File: config.mk
export PLATFORM = sky130hd
export DESIGN_NAME = pooled_linked_list_manager
export DESIGN_NICKNAME = d
export VERILOG_FILES = /design/src/pllm_pkg.sv /design/src/pllm_ram.sv /design/src/pllm_ctrl.sv /design/src/pooled_linked_list_manager.sv
export SDC_FILE = /design/constraint.sdc
export NUM_CORES = 2
export LEC_CHECK = 0
export BUFFER_PORTS_ARGS = -buffer_cell sky130_fd_sc_hd__buf_2
export CAP_MARGIN = 20
export CORE_MARGIN = 3
export CORE_UTILIZATION = 25
export CTS_CLUSTER_DIAMETER = 50
export DETAILED_ROUTE_END_ITERATION = 8
export GPL_ROUTABILITY_DRIVEN = 0
export PLACE_DENSITY = 0.41
export SETUP_SLACK_MARGIN = 0.15
export SLEW_MARGIN = 20
export SYNTH_ARGS = -nofsm -noshare
export SYNTH_HDL_FRONTEND = slang
export SYNTH_MEMORY_MAX_BITS = 65536
export SYNTH_SLANG_ARGS = --single-unit
export TNS_END_PERCENT = 20
File: constraint.sdc
create_clock -name clk -period 11.4 [get_ports clk]
set_input_delay 2.28 -clock clk [delete_from_list [all_inputs] [get_ports clk]]
set_output_delay 2.28 -clock clk [all_outputs]
set_load 0.02 [all_outputs]
File: src/pllm_pkg.sv
// Shared types, constants and command codes for the pooled linked list manager.
`default_nettype none
package pllm_pkg;

    // Pool geometry; entry 0 is the null mark.
    localparam int POOL_SIZE = 256;
    localparam int IDX_W     = $clog2(POOL_SIZE);
    localparam logic [IDX_W-1:0] LAST_IDX = IDX_W'(POOL_SIZE - 1);

    // Stream widths.
    localparam int S_DATA_W = 16;
    localparam int M_DATA_W = 40;

    // Command codes.
    localparam logic [1:0] CMD_INSERT = 2'd0;
    localparam logic [1:0] CMD_DELETE = 2'd1;
    localparam logic [1:0] CMD_QUERY  = 2'd2;

    // Status codes.
    localparam logic [1:0] STAT_OK   = 2'd0;
    localparam logic [1:0] STAT_FULL = 2'd1;
    localparam logic [1:0] STAT_BAD  = 2'd2;

    typedef enum logic [1:0] {
        S_INIT,
        S_IDLE,
        S_EXEC,
        S_WB
    } state_t;

    // Write port of a link memory.
    typedef struct packed {
        logic             we;
        logic [IDX_W-1:0] addr;
        logic [IDX_W-1:0] data;
    } link_wr_t;

    // Write port of the allocated-flag memory.
    typedef struct packed {
        logic             we;
        logic [IDX_W-1:0] addr;
        logic             data;
    } flag_wr_t;

    // Read request: next memory reads next_addr, prev and flag memories read node_addr.
    typedef struct packed {
        logic             en;
        logic [IDX_W-1:0] next_addr;
        logic [IDX_W-1:0] node_addr;
    } rd_req_t;

    typedef struct packed {
        logic [1:0] status;
        logic [7:0] result_index;
        logic [7:0] next_of_node;
        logic [7:0] prev_of_node;
        logic [7:0] head_index;
    } result_t;

endpackage
`default_nettype wire

File: src/pllm_ram.sv
// Generic single-write, single-read RAM with registered read data.
`default_nettype none
module pllm_ram #(
    parameter int DATA_W = 8,
    parameter int DEPTH  = 256,
    parameter int ADDR_W = $clog2(DEPTH)
) (
    input  wire logic              clk,
    input  wire logic              we,
    input  wire logic [ADDR_W-1:0] waddr,
    input  wire logic [DATA_W-1:0] wdata,
    input  wire logic              re,
    input  wire logic [ADDR_W-1:0] raddr,
    output logic      [DATA_W-1:0] rdata
);

    logic [DATA_W-1:0] mem [DEPTH];

    always_ff @(posedge clk)
    begin
        if (we)
        begin
            mem[waddr] <= wdata;
        end
    end

    always_ff @(posedge clk)
    begin
        if (re)
        begin
            rdata <= mem[raddr];
        end
    end

endmodule
`default_nettype wire

File: src/pllm_ctrl.sv
// Command sequencer: clearing pass, link memory read-modify-write, head registers.
`default_nettype none
module pllm_ctrl
    import pllm_pkg::*;
(
    input  wire logic             clk,
    input  wire logic             rst_n,
    input  wire logic             in_valid,
    output logic                  in_ready,
    input  wire logic [1:0]       cmd_in,
    input  wire logic [7:0]       idx_in,
    output rd_req_t               rd_req,
    input  wire logic [IDX_W-1:0] next_rd,
    input  wire logic [IDX_W-1:0] prev_rd,
    input  wire logic             alloc_rd,
    output link_wr_t              next_wr,
    output link_wr_t              prev_wr,
    output flag_wr_t              alloc_wr,
    input  wire logic             out_free,
    output logic                  res_valid,
    output result_t               res
);

    state_t           state_reg, state_next;
    logic [IDX_W-1:0] clr_cnt_reg, clr_cnt_next;
    logic [IDX_W-1:0] free_head_reg, free_head_next;
    logic [IDX_W-1:0] list_head_reg, list_head_next;
    logic [IDX_W-1:0] fh_old_reg, fh_old_next;
    logic [1:0]       cmd_reg, cmd_next;
    logic [7:0]       idx_reg, idx_next;

    logic             in_fire;
    logic [IDX_W-1:0] cur;
    logic             in_range;
    logic             live;
    logic [1:0]       status_c;
    logic             mod_ok;
    logic             advance;
    logic [IDX_W-1:0] head_after;
    logic [IDX_W-1:0] init_next;

    assign in_fire = in_valid && in_ready;

    // Decode of the held command against the registered read data.
    always_comb
    begin
        cur      = IDX_W'(idx_reg);
        in_range = (32'(idx_reg) < POOL_SIZE);
        live     = (idx_reg != 8'd0) && in_range && alloc_rd;
        case (cmd_reg)
            CMD_INSERT:
            begin
                if (free_head_reg == '0)
                    status_c = STAT_FULL;
                else if ((idx_reg != 8'd0) && !live)
                    status_c = STAT_BAD;
                else
                    status_c = STAT_OK;
            end
            CMD_DELETE: status_c = live ? STAT_OK : STAT_BAD;
            CMD_QUERY:  status_c = live ? STAT_OK : STAT_BAD;
            default:    status_c = STAT_BAD;
        endcase
        mod_ok  = (status_c == STAT_OK) && ((cmd_reg == CMD_INSERT) || (cmd_reg == CMD_DELETE));
        advance = (state_reg == S_EXEC) && out_free;

        head_after = list_head_reg;
        if (mod_ok && (cmd_reg == CMD_INSERT) && (list_head_reg == cur))
            head_after = free_head_reg;
        if (mod_ok && (cmd_reg == CMD_DELETE) && (list_head_reg == cur))
            head_after = next_rd;

        list_head_next = list_head_reg;
        free_head_next = free_head_reg;
        fh_old_next    = fh_old_reg;
        if (advance)
        begin
            list_head_next = head_after;
            fh_old_next    = free_head_reg;
            if (mod_ok)
                free_head_next = (cmd_reg == CMD_INSERT) ? next_rd : cur;
        end

        cmd_next = in_fire ? cmd_in : cmd_reg;
        idx_next = in_fire ? idx_in : idx_reg;

        // Reset image of next_link: chain 2..last, entries 0, 1 and last hold null.
        init_next = ((clr_cnt_reg >= IDX_W'(2)) && (clr_cnt_reg != LAST_IDX))
                  ? clr_cnt_reg + IDX_W'(1) : '0;
        clr_cnt_next = (state_reg == S_INIT) ? clr_cnt_reg + IDX_W'(1) : clr_cnt_reg;
    end

    // Next state.
    always_comb
    begin
        state_next = state_reg;
        case (state_reg)
            S_INIT:
                if (clr_cnt_reg == LAST_IDX)
                    state_next = S_IDLE;
            S_IDLE:
                if (in_fire)
                    state_next = S_EXEC;
            S_EXEC:
                if (out_free)
                    state_next = mod_ok ? S_WB : S_IDLE;
            S_WB:
                state_next = S_IDLE;
            default:
                state_next = S_INIT;
        endcase
    end

    // Outputs: memory ports and result.
    always_comb
    begin
        in_ready  = (state_reg == S_IDLE);
        rd_req    = '{en: in_fire,
                      next_addr: (cmd_in == CMD_INSERT) ? free_head_reg : IDX_W'(idx_in),
                      node_addr: IDX_W'(idx_in)};
        next_wr   = '0;
        prev_wr   = '0;
        alloc_wr  = '0;
        res_valid = 1'b0;
        res       = '{status: status_c, result_index: 8'd0, next_of_node: 8'd0,
                      prev_of_node: 8'd0, head_index: 8'(head_after)};
        case (state_reg)
            S_INIT:
            begin
                next_wr  = '{we: 1'b1, addr: clr_cnt_reg, data: init_next};
                prev_wr  = '{we: 1'b1, addr: clr_cnt_reg, data: '0};
                alloc_wr = '{we: 1'b1, addr: clr_cnt_reg, data: (clr_cnt_reg == IDX_W'(1))};
            end
            S_EXEC:
            begin
                res_valid = out_free;
                if (status_c == STAT_OK)
                begin
                    case (cmd_reg)
                        CMD_INSERT:
                        begin
                            res.result_index = 8'(free_head_reg);
                            res.next_of_node = idx_reg;
                            res.prev_of_node = (cur != '0) ? 8'(prev_rd) : 8'd0;
                            next_wr  = '{we: out_free, addr: free_head_reg, data: cur};
                            prev_wr  = '{we: out_free, addr: free_head_reg,
                                         data: (cur != '0) ? prev_rd : '0};
                            alloc_wr = '{we: out_free, addr: free_head_reg, data: 1'b1};
                        end
                        CMD_DELETE:
                        begin
                            res.result_index = idx_reg;
                            prev_wr  = '{we: out_free && (next_rd != '0), addr: next_rd,
                                         data: prev_rd};
                            next_wr  = '{we: out_free && (prev_rd != '0), addr: prev_rd,
                                         data: next_rd};
                            alloc_wr = '{we: out_free, addr: cur, data: 1'b0};
                        end
                        default:
                        begin
                            res.result_index = idx_reg;
                            res.next_of_node = 8'(next_rd);
                            res.prev_of_node = 8'(prev_rd);
                        end
                    endcase
                end
            end
            S_WB:
            begin
                if (cmd_reg == CMD_INSERT)
                begin
                    // Splice the new node in: predecessor's next, cursor's prev.
                    next_wr = '{we: (cur != '0) && (prev_rd != '0), addr: prev_rd,
                                data: fh_old_reg};
                    prev_wr = '{we: (cur != '0), addr: cur, data: fh_old_reg};
                end
                else
                begin
                    // Freed node joins the free list.
                    next_wr = '{we: 1'b1, addr: cur, data: fh_old_reg};
                    prev_wr = '{we: 1'b1, addr: cur, data: '0};
                end
            end
            default:
            begin
            end
        endcase
    end

    always_ff @(posedge clk or negedge rst_n)
    begin
        if (!rst_n)
        begin
            state_reg     <= S_INIT;
            clr_cnt_reg   <= '0;
            free_head_reg <= IDX_W'(2);
            list_head_reg <= IDX_W'(1);
        end
        else
        begin
            state_reg     <= state_next;
            clr_cnt_reg   <= clr_cnt_next;
            free_head_reg <= free_head_next;
            list_head_reg <= list_head_next;
        end
    end

    always_ff @(posedge clk)
    begin
        cmd_reg    <= cmd_next;
        idx_reg    <= idx_next;
        fh_old_reg <= fh_old_next;
    end

    a_res_has_slot: assert property (@(posedge clk) disable iff (!rst_n)
        res_valid |-> out_free)
        else $error("result issued while output slot occupied");

    a_wb_after_exec: assert property (@(posedge clk) disable iff (!rst_n)
        (state_reg == S_WB) |-> ($past(state_reg) == S_EXEC))
        else $error("write-back not preceded by execute");

    a_idle_no_write: assert property (@(posedge clk) disable iff (!rst_n)
        (state_reg == S_IDLE) |-> !(next_wr.we || prev_wr.we || alloc_wr.we))
        else $error("memory write while idle");

    a_read_then_exec: assert property (@(posedge clk) disable iff (!rst_n)
        rd_req.en |=> (state_reg == S_EXEC))
        else $error("read data not consumed in execute");

endmodule
`default_nettype wire

File: src/pooled_linked_list_manager.sv
// Top level of the pooled linked list manager: link memories, sequencer, output register.
//
// Usage:
//   Commands arrive on the s_ stream, one per transfer: insert before a cursor
//   node, delete a node, or query a node's links. Each command produces exactly
//   one result transfer on the m_ stream with status, node index, its next and
//   prev links after the command, and the list head after the command.
//   Sequence: reads issue at the command transfer, and the execute state that
//   follows uses the registered read data and loads the output register.
//   An insert or delete that succeeds then passes through a write-back state
//   for the next and prev link memories, which have one write port each.
//   A new command is taken only in the idle state, so commands do not overlap:
//   the read-execute-writeback sequence on the link memories sets the pace.
//   Reset: after rst_n rises, a clearing pass writes the initial pool image
//   (one node allocated as the list head, the rest chained as free list) over
//   all POOL_SIZE entries, one per cycle; s_tready stays low throughout the
//   clearing pass.
//   Stall: the result sits in a one-deep output register. A new command is
//   still taken while it waits; its execution holds until the register frees.
`default_nettype none
module pooled_linked_list_manager
    import pllm_pkg::*;
(
    input  wire logic                clk,
    input  wire logic                rst_n,
    input  wire logic                s_tvalid,
    output logic                     s_tready,
    input  wire logic [S_DATA_W-1:0] s_tdata,   // command[1:0], node_index[9:2], zero fill
    output logic                     m_tvalid,
    input  wire logic                m_tready,
    output logic      [M_DATA_W-1:0] m_tdata    // status[1:0], result_index[9:2],
                                                // next_of_node[17:10], prev_of_node[25:18],
                                                // head_index[33:26], zero fill
);

    rd_req_t          rd_req;
    link_wr_t         next_wr;
    link_wr_t         prev_wr;
    flag_wr_t         alloc_wr;
    logic [IDX_W-1:0] next_rd;
    logic [IDX_W-1:0] prev_rd;
    logic             alloc_rd;
    logic             out_free;
    logic             res_valid;
    result_t          res;

    logic             m_valid_reg, m_valid_next;
    result_t          m_data_reg, m_data_next;

    // next_link memory
    pllm_ram #(
        .DATA_W (IDX_W),
        .DEPTH  (POOL_SIZE),
        .ADDR_W (IDX_W)
    ) u_next_ram (
        .clk   (clk),
        .we    (next_wr.we),
        .waddr (next_wr.addr),
        .wdata (next_wr.data),
        .re    (rd_req.en),
        .raddr (rd_req.next_addr),
        .rdata (next_rd)
    );

    // prev_link memory
    pllm_ram #(
        .DATA_W (IDX_W),
        .DEPTH  (POOL_SIZE),
        .ADDR_W (IDX_W)
    ) u_prev_ram (
        .clk   (clk),
        .we    (prev_wr.we),
        .waddr (prev_wr.addr),
        .wdata (prev_wr.data),
        .re    (rd_req.en),
        .raddr (rd_req.node_addr),
        .rdata (prev_rd)
    );

    // allocated flags
    pllm_ram #(
        .DATA_W (1),
        .DEPTH  (POOL_SIZE),
        .ADDR_W (IDX_W)
    ) u_alloc_ram (
        .clk   (clk),
        .we    (alloc_wr.we),
        .waddr (alloc_wr.addr),
        .wdata (alloc_wr.data),
        .re    (rd_req.en),
        .raddr (rd_req.node_addr),
        .rdata (alloc_rd)
    );

    pllm_ctrl u_ctrl (
        .clk       (clk),
        .rst_n     (rst_n),
        .in_valid  (s_tvalid),
        .in_ready  (s_tready),
        .cmd_in    (s_tdata[1:0]),
        .idx_in    (s_tdata[9:2]),
        .rd_req    (rd_req),
        .next_rd   (next_rd),
        .prev_rd   (prev_rd),
        .alloc_rd  (alloc_rd),
        .next_wr   (next_wr),
        .prev_wr   (prev_wr),
        .alloc_wr  (alloc_wr),
        .out_free  (out_free),
        .res_valid (res_valid),
        .res       (res)
    );

    // Output register: free when empty or being drained this cycle.
    assign out_free = !m_valid_reg || m_tready;

    always_comb
    begin
        m_valid_next = m_valid_reg;
        m_data_next  = m_data_reg;
        if (out_free)
        begin
            m_valid_next = res_valid;
            if (res_valid)
                m_data_next = res;
        end
    end

    always_ff @(posedge clk or negedge rst_n)
    begin
        if (!rst_n)
        begin
            m_valid_reg <= 1'b0;
        end
        else
        begin
            m_valid_reg <= m_valid_next;
        end
    end

    always_ff @(posedge clk)
    begin
        m_data_reg <= m_data_next;
    end

    assign m_tvalid = m_valid_reg;
    assign m_tdata  = {6'd0, m_data_reg.head_index, m_data_reg.prev_of_node,
                       m_data_reg.next_of_node, m_data_reg.result_index,
                       m_data_reg.status};

endmodule
`default_nettype wire

==> impl_metrics.env <==
export IMPL_numCtsBuffers=485
export IMPL_clk_path_buf_depth=4
export IMPL_regArea_um2=133000
export IMPL_yosysTopAreaCell="edfxtp_1"
export IMPL_antenna_found_initial=47
export IMPL_status="complete, no violations"
export IMPL_synth_edf_count=4421
export IMPL_start_kind="flip-flop"
export IMPL_grt_max_degree=185
export IMPL_maxSlewViolCount=0
export IMPL_route_detailed_drc=0
export IMPL_via_per_inst=4.71
export IMPL_cts_resized_gates=0
export IMPL_synth_top_area_share_pct=76.1
export IMPL_async_reset_ff_share_pct=0.607
export IMPL_power_density_nw_per_um2=169
export IMPL_clock_skew_ns=0.0881
export IMPL_hold_viol_final=0
export IMPL_grt_pass1_vias=92662
export IMPL_rsz0062_at_grt="false"
export IMPL_drv_cap=0
export IMPL_comb_power_share_pct=2.7
export IMPL_synth_area_leaders="edfxtp_1 76%, mux4_2 11%, mux2i_1 2.1%"
export IMPL_clockRootBuffer="clkbuf_16"
export IMPL_wl_per_cell_um=27.7
export IMPL_place_hpwl_mm=317
export IMPL_wirelength_mm=531
export IMPL_crit_arrival_ns=7.60
export IMPL_ys_seq_area_share_pct=76.5
export IMPL_post_route_min_period_ns=6.98
export IMPL_die_w_um=841
export IMPL_syn_to_final_growth_pct=15.9
export IMPL_p_seq_share_pct=51.8
export IMPL_sw_frac_of_total_pct=21.2
export IMPL_p_leak_nw=66.0
export IMPL_clkPwrFrac_pct=45.5
export IMPL_drive_above_1_share_pct=19.7
export IMPL_initial_core_util_pct=25.1
export IMPL_portBuffers=49
export IMPL_clock_latency_ns=1.05
export IMPL_cts_setup_buffers=0
export IMPL_final_antenna_net_count=0
export IMPL_fin_crit_sh_pct=61.2
export IMPL_setup_tns_ns=0
export IMPL_yosysMostFrequentCell="edfxtp_1"
export IMPL_synth_ff_type="edfxtp_1"
export IMPL_firstDrtPassIters=8
export IMPL_cp_end_kind="flip-flop"
export IMPL_fp_dieArea_um2=708000
export IMPL_placedCellCount=18264
export IMPL_clkTransAtPathRegs_ns=0.06
export IMPL_ys_ff_latch=4448
export IMPL_max_slew_margin_rel_pct=16.3
export IMPL_ir_drop_mv=0.136
export IMPL_fill_cells=68241
export IMPL_r2r_start="u_ctrl.cmd_reg[1]"
export IMPL_multi_input_area_um2=39200
export IMPL_max_freq_mhz=143
export IMPL_yosysWarnings=0
export IMPL_reg2reg_depth=12
export IMPL_startpoint="u_ctrl.cmd_reg[1]"
export IMPL_routed_via_count=90194
export IMPL_netlist_area_um2=175000
export IMPL_num_nets_final=9544
export IMPL_instances_no_fill=19166
export IMPL_ys_types=62
export IMPL_r2r_end="u_prev_ram.mem[185][3]"
export IMPL_critPathRequiredTime_ns=12.03
export IMPL_clock_sinks=4448
export IMPL_cts_tree="yes"
export IMPL_crit_end="u_prev_ram.mem[185][3]"
export IMPL_ys_top_cells_by_count="4421 x edfxtp_1, 921 x nor2_1, 890 x mux4_2, 849 x nand2_1, 415 x clkbuf_1"
export IMPL_holdBufCountCts=0
export IMPL_switchingPower_w=0.00724
export IMPL_setup_violations_final=0
export IMPL_worstSetupPathType="reg -> reg"
export IMPL_rrSetupSlack_ns=4.42
export IMPL_die_height_um=841
export IMPL_grt_pass1_wl_mm=740
export IMPL_ios=62
export IMPL_drtIter0Drc=9098
export IMPL_synth_avg_cell_area_um2=18.7
export IMPL_core_area_um2=695000
export IMPL_syn_inst=9346
export IMPL_top_regs="u_next_ram.mem (2048), u_prev_ram.mem (2048), u_alloc_ram.mem (256)"
export IMPL_grt_use_total_pct=14.6
export IMPL_worst_pin_slew_ns=1.25
export IMPL_min_path_cells=2
export IMPL_grt_overflow=0
export IMPL_internal_power_w=0.0269
export IMPL_hold_path_class="reg -> reg"
export IMPL_rows=306
export IMPL_cp_max_fo=33
export IMPL_cts_max_level=5
-- cells by family (layout without fill, tap and decap cells) --
group / after synthesis / in the layout / synth area share (%)
xor gates and xnor gates: 21 / 21 / 0.105
DFF: 4448 / 4448 / 76.5
adders and majority gates: 11 / 11 / 0.0789
and+or+nand+nor: 2173 / 2173 / 5.16
muxes: 1256 / 1256 / 13.6
buffers and inverters: 622 / 1190 / 1.40
AOI/OAI and AO/OA: 814 / 814 / 3.21
other: 1 / 13 / 0.00215
-- layer usage --
| metal | global-route usage (%) | share of wire (%) |
|---|---|---|
| met1 | 19.8 | 43 |
| met2 | 24.4 | 48 |
| met3 | 2.28 | 5.8 |
| met4 | 3.80 | 2.8 |
| met5 | 0 | 0.012 |
-- worst min-delay path by stage --
stage	from	end	slack [ns]
2_1_floorplan	u_ctrl.free_head_reg[3]	u_ctrl.fh_old_reg[3]	0.42
3_3_place_gp	u_ctrl.list_head_reg[0]	u_ctrl.list_head_reg[0]	0.51
3_5_place_dp	u_ctrl.list_head_reg[0]	u_ctrl.list_head_reg[0]	0.51
4_1_cts	u_ctrl.list_head_reg[0]	u_ctrl.list_head_reg[0]	0.52
5_1_grt	u_ctrl.list_head_reg[0]	u_ctrl.list_head_reg[0]	0.56
6_report	u_ctrl.list_head_reg[0]	u_ctrl.list_head_reg[0]	0.52
-- critical path: stages (launching register included) --
cell      delay [ns]
edfxtp_1        0.43
inv_1           0.11
ha_1            0.51
buf_4           0.41
a21boi_1        0.57
o22ai_2         0.15
and2_1          0.41
buf_4           0.33
a222oi_1        0.90
nor3b_1         0.94
nand2_2         0.61
buf_4           0.46
nor2_1          0.71
-- cell type report --
type / count / area share, %
Antenna cell: 7 / 0.00866
Clock inverter: 304 / 1.47
Inverter: 26 / 0.0520
Multi-Input combinational cell: 4281 / 19.4
Clock buffer: 589 / 6.27
Timing Repair Buffer: 271 / 1.13
Sequential cell: 4448 / 66.0
Tap cell: 9240 / 5.72
-- stage by stage --
step | total power, W | hold slack, ns | worst slack, ns | instance area, um2 | util (%)
after floorplan | 0.0186 | 0.420 | 1.01 | 175000 | -
after global placement | 0.0190 | 0.510 | 3.85 | 186000 | 26.8
after detailed placement | 0.0190 | 0.512 | 3.77 | 186000 | 26.8
after CTS | 0.0346 | 0.520 | 4.60 | 202000 | 29.1
after global routing | 0.0353 | 0.559 | 4.10 | 202000 | 29.1
final | 0.0342 | 0.519 | 4.42 | 202000 | 29.1
-- power by group through the flow --
stage | combinational [W] | sequential (W) | clock (W)
after floorplan | 0.000575 | 0.0180 | 0
after global placement | 0.000948 | 0.0180 | 0
after detailed placement | 0.000949 | 0.0180 | 0
after CTS | 0.000951 | 0.0177 | 0.0160
after global routing | 0.000986 | 0.0177 | 0.0166
final | 0.000931 | 0.0177 | 0.0155
-- layout by cell type (no fill, tap or decap), types with 18 or more instances in the layout --
| cell type | instances |
|---|---|
| buf_4 | 194 |
| a31oi_1 | 125 |
| nor2_4 | 21 |
| dfrtp_1 | 25 |
| a211oi_1 | 30 |
| nor3_1 | 18 |
| clkbuf_1 | 97 |
| mux2i_1 | 363 |
| clkbuf_16 | 492 |
| a21oi_1 | 142 |
| mux4_2 | 890 |
| clkinv_4 | 18 |
| nand2_2 | 21 |
| inv_1 | 25 |
| buf_12 | 25 |
| bufinv_16 | 46 |
| nand2b_1 | 27 |
| a222oi_1 | 54 |
| o21ai_0 | 49 |
| buf_2 | 46 |
| nand2_1 | 823 |
| a32oi_1 | 68 |
| clkinvlp_4 | 28 |
| nand3_1 | 179 |
| a22o_1 | 24 |
| clkinv_2 | 64 |
| nand4_1 | 84 |
| inv_6 | 24 |
| nor2_1 | 896 |
| clkinv_1 | 108 |
| edfxtp_1 | 4421 |
| a22oi_1 | 131 |
| o22ai_1 | 108 |
| nor4_1 | 20 |
| a21o_1 | 18 |
(Power assumes the default switching activity.)
